<file path="config.mk">
export PLATFORM = sky130hd
export DESIGN_NAME = distinct_random_index_picker
export DESIGN_NICKNAME = d
export VERILOG_FILES = /design/src/sv/drip_pkg.sv /design/src/sv/drip_slot_mul.sv /design/src/sv/drip_pick_stage.sv /design/src/sv/distinct_random_index_picker.sv
export SDC_FILE = /design/constraint.sdc
export NUM_CORES = 2
export LEC_CHECK = 0
export BUFFER_PORTS_ARGS = -buffer_cell sky130_fd_sc_hd__buf_4
export CAP_MARGIN = 20
export CORE_ASPECT_RATIO = 0.9
export CORE_MARGIN = 8
export CORE_UTILIZATION = 35
export CTS_BUF_LIST = sky130_fd_sc_hd__clkbuf_8 sky130_fd_sc_hd__clkbuf_16
export DETAILED_ROUTE_END_ITERATION = 10
export HOLD_SLACK_MARGIN = 0.1
export PLACE_DENSITY = 0.54
export SYNTH_ARGS = -nofsm -noshare
export SYNTH_HDL_FRONTEND = slang
export SYNTH_SLANG_ARGS = --single-unit
</file>
<file path="constraint.sdc">
create_clock -name clk_i -period 11.9 [get_ports clk_i]
set_clock_uncertainty 0.1 [all_clocks]
set_input_delay 1.19 -clock clk_i [delete_from_list [all_inputs] [get_ports clk_i]]
set_output_delay 1.19 -clock clk_i [all_outputs]
set_load 0.02 [all_outputs]
</file>
<file path="src/sv/drip_pkg.sv">
`timescale 1ns / 1ps
// Package for the distinct random index picker: widths, beat types and the
// urn lookup over the short list of displaced slots. No dependencies.
package drip_pkg;

  localparam int MaxPop       = 1024;
  localparam int IdxW         = 10;
  localparam int PopW         = 11;
  localparam int FracW        = 16;
  localparam int NumFields    = 4;
  localparam int OvN          = NumFields + 1;
  localparam int PickCountDef = 4;
  localparam logic [PopW-1:0] PopReset = PopW'(16);

  typedef logic [IdxW-1:0] idx_t;

  // One displaced urn slot: slot now holds val instead of its own index.
  typedef struct packed {
    logic vld;
    idx_t slot;
    idx_t val;
  } ov_t;

  typedef struct packed {
    logic                  bad;
    idx_t                  k;
    idx_t [NumFields-1:0]  slot;
    idx_t [NumFields-1:0]  pick;
    ov_t  [OvN-1:0]        ov;
  } beat_t;

  // The urn is the identity except at the displaced slots; later entries win.
  function automatic idx_t urn_read(input ov_t [OvN-1:0] ov, input idx_t s);
    idx_t r;
    r = s;
    for (int i = 0; i < OvN; i++) begin
      if (ov[i].vld && (ov[i].slot == s)) begin
        r = ov[i].val;
      end
    end
    return r;
  endfunction

endpackage

</file>
<file path="src/sv/drip_slot_mul.sv">
`timescale 1ns / 1ps
// Entry stage: clamps the population, checks the request and scales the
// random fraction of each pick to its urn slot. Depends on drip_pkg.
module drip_slot_mul import drip_pkg::*; #(
  parameter int NumPicks = PickCountDef
) (
  input  logic                                clk_i,
  input  logic                                rst_ni,
  input  logic [PopW-1:0]                     pop_size_i,
  input  logic                                in_valid_i,
  output logic                                in_ready_o,
  input  idx_t                                avoid_i,
  input  logic [NumFields-1:0][FracW-1:0]     frac_i,
  output logic                                out_valid_o,
  input  logic                                out_ready_i,
  output beat_t                               beat_o
);

  localparam int ProdW = FracW + IdxW;

  logic [PopW-1:0]  n;
  idx_t             k0;
  logic [ProdW-1:0] prod [NumFields];
  beat_t            beat_d, beat_q;
  logic             vld_q;

  assign n  = (pop_size_i > PopW'(MaxPop)) ? PopW'(MaxPop) : pop_size_i;
  assign k0 = IdxW'(n - PopW'(1));

  always_comb begin
    beat_d     = '0;
    beat_d.bad = ({1'b0, avoid_i} >= n) || (n < PopW'(NumPicks + 1));
    beat_d.k   = k0;
    // Taking out the avoided index moves the last entry into its slot.
    beat_d.ov[0] = '{vld: 1'b1, slot: avoid_i, val: k0};
    for (int p = 0; p < NumFields; p++) begin
      prod[p] = '0;
      if (p < NumPicks) begin
        prod[p] = ProdW'(frac_i[p]) * ProdW'(k0 - IdxW'(p));
      end
      beat_d.slot[p] = prod[p][FracW +: IdxW];
    end
  end

  assign in_ready_o  = !vld_q || out_ready_i;
  assign out_valid_o = vld_q;
  assign beat_o      = beat_q;

  always_ff @(posedge clk_i or negedge rst_ni) begin
    if (!rst_ni) begin
      vld_q <= 1'b0;
    end else if (in_ready_o) begin
      vld_q <= in_valid_i;
    end
  end

  always_ff @(posedge clk_i) begin
    if (in_ready_o && in_valid_i) begin
      beat_q <= beat_d;
    end
  end

endmodule

</file>
<file path="src/sv/drip_pick_stage.sv">
`timescale 1ns / 1ps
// One pick of the partial shuffle: reads the chosen slot, refills it with
// the last urn entry and shrinks the urn. Depends on drip_pkg.
module drip_pick_stage import drip_pkg::*; #(
  parameter int Stage = 0
) (
  input  logic  clk_i,
  input  logic  rst_ni,
  input  logic  in_valid_i,
  output logic  in_ready_o,
  input  beat_t beat_i,
  output logic  out_valid_o,
  input  logic  out_ready_i,
  output beat_t beat_o
);

  idx_t  last;
  beat_t beat_d, beat_q;
  logic  vld_q;

  assign last = beat_i.k - IdxW'(1);

  always_comb begin
    beat_d = beat_i;
    beat_d.pick[Stage] = beat_i.bad ? '0 : urn_read(beat_i.ov, beat_i.slot[Stage]);
    beat_d.ov[Stage+1] = '{vld: 1'b1, slot: beat_i.slot[Stage],
                           val: urn_read(beat_i.ov, last)};
    beat_d.k = last;
  end

  assign in_ready_o  = !vld_q || out_ready_i;
  assign out_valid_o = vld_q;
  assign beat_o      = beat_q;

  always_ff @(posedge clk_i or negedge rst_ni) begin
    if (!rst_ni) begin
      vld_q <= 1'b0;
    end else if (in_ready_o) begin
      vld_q <= in_valid_i;
    end
  end

  always_ff @(posedge clk_i) begin
    if (in_ready_o && in_valid_i) begin
      beat_q <= beat_d;
    end
  end

endmodule

</file>
<file path="src/sv/distinct_random_index_picker.sv">
`timescale 1ns / 1ps
// Top level of the distinct random index picker: pop_size register, scaling
// stage and one pick stage per pick. Depends on drip_pkg and its submodules.

// Takes one request per cycle while the output is not stalled: one stage
// scales the random fraction of each pick to its urn slot with one multiplier
// per pick, all in parallel; then each pick has a stage of its own that looks
// up and refills one slot. The urn is never stored; it is the identity apart
// from a few displaced slots that travel with the beat. Stalls on the output
// back up through the stages without dropping or repeating a beat, and empty
// stages fill while the output waits.
module distinct_random_index_picker import drip_pkg::*; #(
  parameter int PICK_COUNT = PickCountDef
) (
  input  logic            clk_i,
  input  logic            rst_ni,
  input  logic            cfg_we_i,
  input  logic [PopW-1:0] cfg_wdata_i,
  input  logic            in_valid_i,
  output logic            in_ready_o,
  input  idx_t            avoid_index_i,
  input  logic [FracW-1:0] rand_a_i,
  input  logic [FracW-1:0] rand_b_i,
  input  logic [FracW-1:0] rand_c_i,
  input  logic [FracW-1:0] rand_d_i,
  output logic            out_valid_o,
  input  logic            out_ready_i,
  output idx_t            pick_a_o,
  output idx_t            pick_b_o,
  output idx_t            pick_c_o,
  output idx_t            pick_d_o,
  output logic            bad_request_o
);

  localparam int NumPicks = (PICK_COUNT < NumFields) ? PICK_COUNT : NumFields;

  logic [PopW-1:0]                 pop_size_q;
  logic [NumFields-1:0][FracW-1:0] frac;
  beat_t                           stage_data [NumPicks+1];
  logic [NumPicks:0]               stage_vld;
  logic [NumPicks:0]               stage_rdy;

  always_ff @(posedge clk_i or negedge rst_ni) begin
    if (!rst_ni) begin
      pop_size_q <= PopReset;
    end else if (cfg_we_i) begin
      pop_size_q <= cfg_wdata_i;
    end
  end

  assign frac[0] = rand_a_i;
  assign frac[1] = rand_b_i;
  assign frac[2] = rand_c_i;
  assign frac[3] = rand_d_i;

  drip_slot_mul #(
    .NumPicks(NumPicks)
  ) u_slot_mul (
    .clk_i      (clk_i),
    .rst_ni     (rst_ni),
    .pop_size_i (pop_size_q),
    .in_valid_i (in_valid_i),
    .in_ready_o (in_ready_o),
    .avoid_i    (avoid_index_i),
    .frac_i     (frac),
    .out_valid_o(stage_vld[0]),
    .out_ready_i(stage_rdy[0]),
    .beat_o     (stage_data[0])
  );

  for (genvar p = 0; p < NumPicks; p++) begin : g_pick
    drip_pick_stage #(
      .Stage(p)
    ) u_pick (
      .clk_i      (clk_i),
      .rst_ni     (rst_ni),
      .in_valid_i (stage_vld[p]),
      .in_ready_o (stage_rdy[p]),
      .beat_i     (stage_data[p]),
      .out_valid_o(stage_vld[p+1]),
      .out_ready_i(stage_rdy[p+1]),
      .beat_o     (stage_data[p+1])
    );
  end

  assign stage_rdy[NumPicks] = out_ready_i;
  assign out_valid_o   = stage_vld[NumPicks];
  assign pick_a_o      = stage_data[NumPicks].pick[0];
  assign pick_b_o      = stage_data[NumPicks].pick[1];
  assign pick_c_o      = stage_data[NumPicks].pick[2];
  assign pick_d_o      = stage_data[NumPicks].pick[3];
  assign bad_request_o = stage_data[NumPicks].bad;

endmodule

</file>
After elaboration in Yosys (flattened, before gate mapping):

Cells that the tools add are included.

* register bits after elaboration: 441
* logic and storage cells: 116
* input port bits: 90

* add/sub/neg operators: 7
* equal/unequal tests: 16
* multipliers: 4
* reductions and logical operators: 16
* muxes and demuxes: 17
* order comparisons: 3

Operators by type and width (number)
* equality test 10 bit: 16
* 2-to-1 mux 10 bit: 16
* multiplier 16 x 26 -> 26 bit: 3
* subtractor 10 x 1 -> 10 bit (second input constant): 4
* multiplier 16 x 10 -> 26 bit: 1
* subtractor 10 x 2 -> 11 bit (second input constant): 2
* >= comparator 10 x 11 -> 1 bit: 1
* greater-than comparator 11 bit (second input constant): 1
* < comparator 11 x 3 -> 1 bit (second input constant): 1
* 2-to-1 mux 11 bit: 1
* subtractor 10 x 1 -> 11 bit (second input constant): 1
* logical OR 1 bit: 6
* logical AND 1 bit: 5
* zero test 1 bit: 5

Depth between registers and ports, before layout:

* word-level depth: 7
* gate-level depth with buffers: 38
* gate-level depth less buffers: 32

By module:

From an unflattened synthesis, not the netlist that was laid out.

* cells, all modules: 5193
* area total of the unflattened synthesis: 59948.7 um2

By module, submodules not included
* drip_pick_stage: area an instance 8703.3 um2, cells each 608, instances 4
* drip_slot_mul: area an instance 24686.2 um2, cells each 2738, instances 1
* distinct_random_index_picker: area an instance 449.2 um2, cells each 23, instances 1

Least setup slack after synthesis:

No wires, ideal clock.

* kind: register -> register
* start: register pop_size_q[10]
* end: register u_slot_mul.beat_q (netlist bit u_slot_mul.beat_o[184]) (data pin)
* arrival: 9174 ps
* slack: 2366 ps
* stages on the path, launching flop included: 36
* data required time: 11540 ps
* period minus slack after synthesis: 9534 ps
* cells stage by stage: dfrtp_1 > buf_2 > clkbuf_1 > nand2b_1 > clkbuf_1 > ha_1 > xnor2_1 > clkbuf_1 > buf_1 > inv_1 > ha_1 > a2111oi_2 > nor3b_1 > xor2_1 > buf_2 > nand2_1 > fa_1 > inv_1 > fa_1 > inv_1 > fa_1 > inv_1 > fa_1 > fa_1 > inv_1 > fa_1 > inv_1 > ha_1 > a21o_1 > a21o_1 > a211oi_1 > o221ai_1 > o41ai_1 > o211ai_1 > a31oi_1 > xnor2_1

RTL lines
* start: declaration: line distinct_random_index_picker.sv:37 `logic [PopW-1:0] pop_size_q;`
* start signal: assignment: line distinct_random_index_picker.sv:45 `pop_size_q <= PopReset;`
* start signal: assignment: line distinct_random_index_picker.sv:47 `pop_size_q <= cfg_wdata_i;`
* end signal: assignment: line drip_slot_mul.sv:59 `beat_q <= beat_d;`
* end: declaration: line drip_slot_mul.sv:24 `beat_t beat_d, beat_q;`

==> flow_metrics.tcl <==
set metrics [dict create \
    hold_class "reg2reg" \
    cts_tree "done" \
    grt_pass1_wl_mm 171 \
    r2r-start "pop_size_q[10]" \
    yosysTopAreaCellShare 0.297 \
    crit_buf_inv 4 \
    multi_input_area_sq_um 26900 \
    clock_sinks 441 \
    tightest_slew_ns 1.05 \
    crit_slowest_cell "o41ai_1" \
    ys_ff_latch 441 \
    areaGrowthSynthToFinish_pct 10.2 \
    r2r_cells 28 \
    clk_path_buf_depth 3 \
    final_layout_size_suffix_gt1_frac 0.0783 \
    ys_warn_count 0 \
    io_pins 133 \
    rrSetupSlack_ns 1.75 \
    slowest_delay_ns 0.73 \
    max_cap_viol_count 0 \
    critPathLaunch "pop_size_q[10]" \
    arrival_ns 10.36 \
    dp_hpwl_mm 85.9 \
    holdPathStages 0 \
    antenna_found_initial 5 \
    status "finished, final reports clean" \
    regArea_sq_um 13200 \
    cpLargestDelayFamily "adder cells" \
    cts_root_buf "clkbuf_16" \
    worst_r2r_endpoint "u_slot_mul.beat_o[184]" \
    finalHoldViolCount 0 \
    cts_resized 0 \
    clock.fmax_mhz 98.6 \
    rows 122 \
    criticalPathCategory "reg2reg" \
    grt_max_degree 79 \
    syn_inst 3914 \
    cts_htree_levels 2 \
    drt_iter0_drc 1501 \
    worst_skew_pair.late_latency_ns 0.57 \
    fin_nets 4974 \
    dp_cells 5545 \
    cp_max_fo 22 \
    syn_nets 4904 \
    path_depth 28 \
    end_kind "register" \
    yosysMostFrequentCell "inv_1" \
    synth-seq-area-share 0.303 \
    wl_per_cell_um 19.0 \
    synth_cell_types 76 \
    vias_per_cell 4.70 \
    grt_usage 0.159 \
    die-height_um 350 \
    grt-ovfl-total 0 \
    drt-total-wl_mm 107 \
    route.detailed.drc 0 \
    final_cells 5638 \
    synth_common_cells "inv_1 (748), fa_1 (644), edfxtp_1 (425), nand2_1 (379), and2_1 (302)" \
    crit_required_ns 12.11 \
    post-cts-setup-buffer-count 0 \
    synth_area_leaders "fa_1 (30%), edfxtp_1 (29%), ha_1 (7.4%)" \
    cts_hold_buf 0 \
    cts.clk_slew.worst_paths_ns 0.06 \
    rsz0062_at_grt "no" \
    firstDrtPassIters 8 \
    final.min_clock_period_ns 10.15 \
    die_area_sq_um 136000 \
    timing.final.crit_share 0.853 \
    die_w_um 387 \
    cts_buffers 48 \
    synth_edf_count 425 \
    core_region_area_sq_um 123000 \
    start_util 0.353 \
    vias 26503 \
    grt_pass1_vias 28533 \
    synth_flop_cell "edfxtp_1" \
    crit_path_frequent_cell "fa_1" \
    ant_nets 0 \
    syn_area_sq_um 43400 \
    crit_path_end "u_slot_mul.beat_o[184]" \
    critPathLaunchType "register" \
    place_congestion 0.843 \
    netlist.top_cell.by_area "fa_1" \
    tns_ns 0 \
    fill_cells 11998 \
    ys_async_sr_fraction 0.0363 \
    setup_viol 0 \
    slew_violations 0 \
    syn_area_per_cell_sq_um 11.1 \
    max_slew_margin 0.293 \
    numPortBuffers 132 \
]
[flip-flops by register name (all words and copies together), names as in the netlist]
name,cells
u_slot_mul.beat_o,61
u_slot_mul.out_valid_o,1
g_pick.u_pick.beat_o,364
pop_size_q,11
g_pick.u_pick.out_valid_o,4
[through the flow]
step	utilization	hold WS, ns	area, sq um	setup slack, ns
6_report	0.389	0.312	47800	1.75
5_1_grt	0.389	0.321	47800	1.01
4_1_cts	0.389	0.315	47800	1.31
3_5_place_dp	0.376	0.305	46200	1.33
3_3_place_gp	0.376	0.301	46200	0.994
2_1_floorplan	-	0.300	43400	2.37
[worst min-delay path by stage]
stage	from	to	slack (ns)
finish	g_pick[2].u_pick.beat_o[117]	g_pick[3].u_pick.beat_o[117]	0.31
global route	g_pick[0].u_pick.beat_o[178]	g_pick[1].u_pick.beat_o[178]	0.32
CTS	g_pick[2].u_pick.beat_o[117]	g_pick[3].u_pick.beat_o[117]	0.32
detailed placement	g_pick[0].u_pick.beat_o[107]	g_pick[1].u_pick.beat_o[107]	0.30
global placement	g_pick[0].u_pick.beat_o[183]	g_pick[1].u_pick.beat_o[183]	0.30
floorplan	u_slot_mul.beat_o[155]	g_pick[0].u_pick.beat_o[155]	0.30
[cell type report]
cell class,instances,share of cell area
multi-input cells,2563,0.562
flip-flops and latches,441,0.275
inverters,748,0.0587
well taps,1612,0.0422
repair buffers,182,0.0287
clock buffers,51,0.0262
clock inverters,38,0.00703
diodes,3,0.000157
[placed cells by master (no fill, tap or decap), types with 11 or more instances in the layout]
cell type,Yosys,layout
nand2_1,379,379
buf_4,0,181
a21o_1,24,24
edfxtp_1,425,425
maj3_1,11,11
nor2_1,115,115
nor2b_1,35,33
a211oi_1,26,26
nor3_1,19,19
clkbuf_16,0,49
xnor2_1,170,168
nand3_1,20,20
ha_1,256,256
inv_1,748,755
nor4_1,28,23
fa_1,644,644
mux2i_1,76,76
or3_1,11,11
dfrtp_1,15,15
a21oi_1,68,68
o21ai_0,39,39
nand2b_1,49,49
o21a_1,14,14
nand4_1,20,20
xor2_1,132,130
and2_1,302,298
[kinds of logic after synthesis]
logic type,share of synthesized area
compound gates,0.0348
xor+xnor,0.0673
fa+ha+maj,0.373
buf+inv,0.0792
flops,0.303
mux,0.0201
simple gates,0.122
[layer usage]
layer / track usage / part of all wire
met1: 0.226 / 0.47
met2: 0.266 / 0.47
met3: 0.0165 / 0.044
met4: 0.0322 / 0.019
met5: 0 / 0.000084
[worst register-to-register path: cells and delay by family, from the launching register on]
kind / cells / cell delay (ns)
DFF: 1 / 0.70
buffers and inverters: 4 / 0.57
and+or+nand+nor: 4 / 1.34
xor gates and xnor gates: 3 / 0.93
adders and majority gates: 9 / 3.80
AOI/OAI and AO/OA: 8 / 2.45
Power is not shown: default switching activity piles up to over one toggle a cycle in this logic, so the estimate is an artifact.
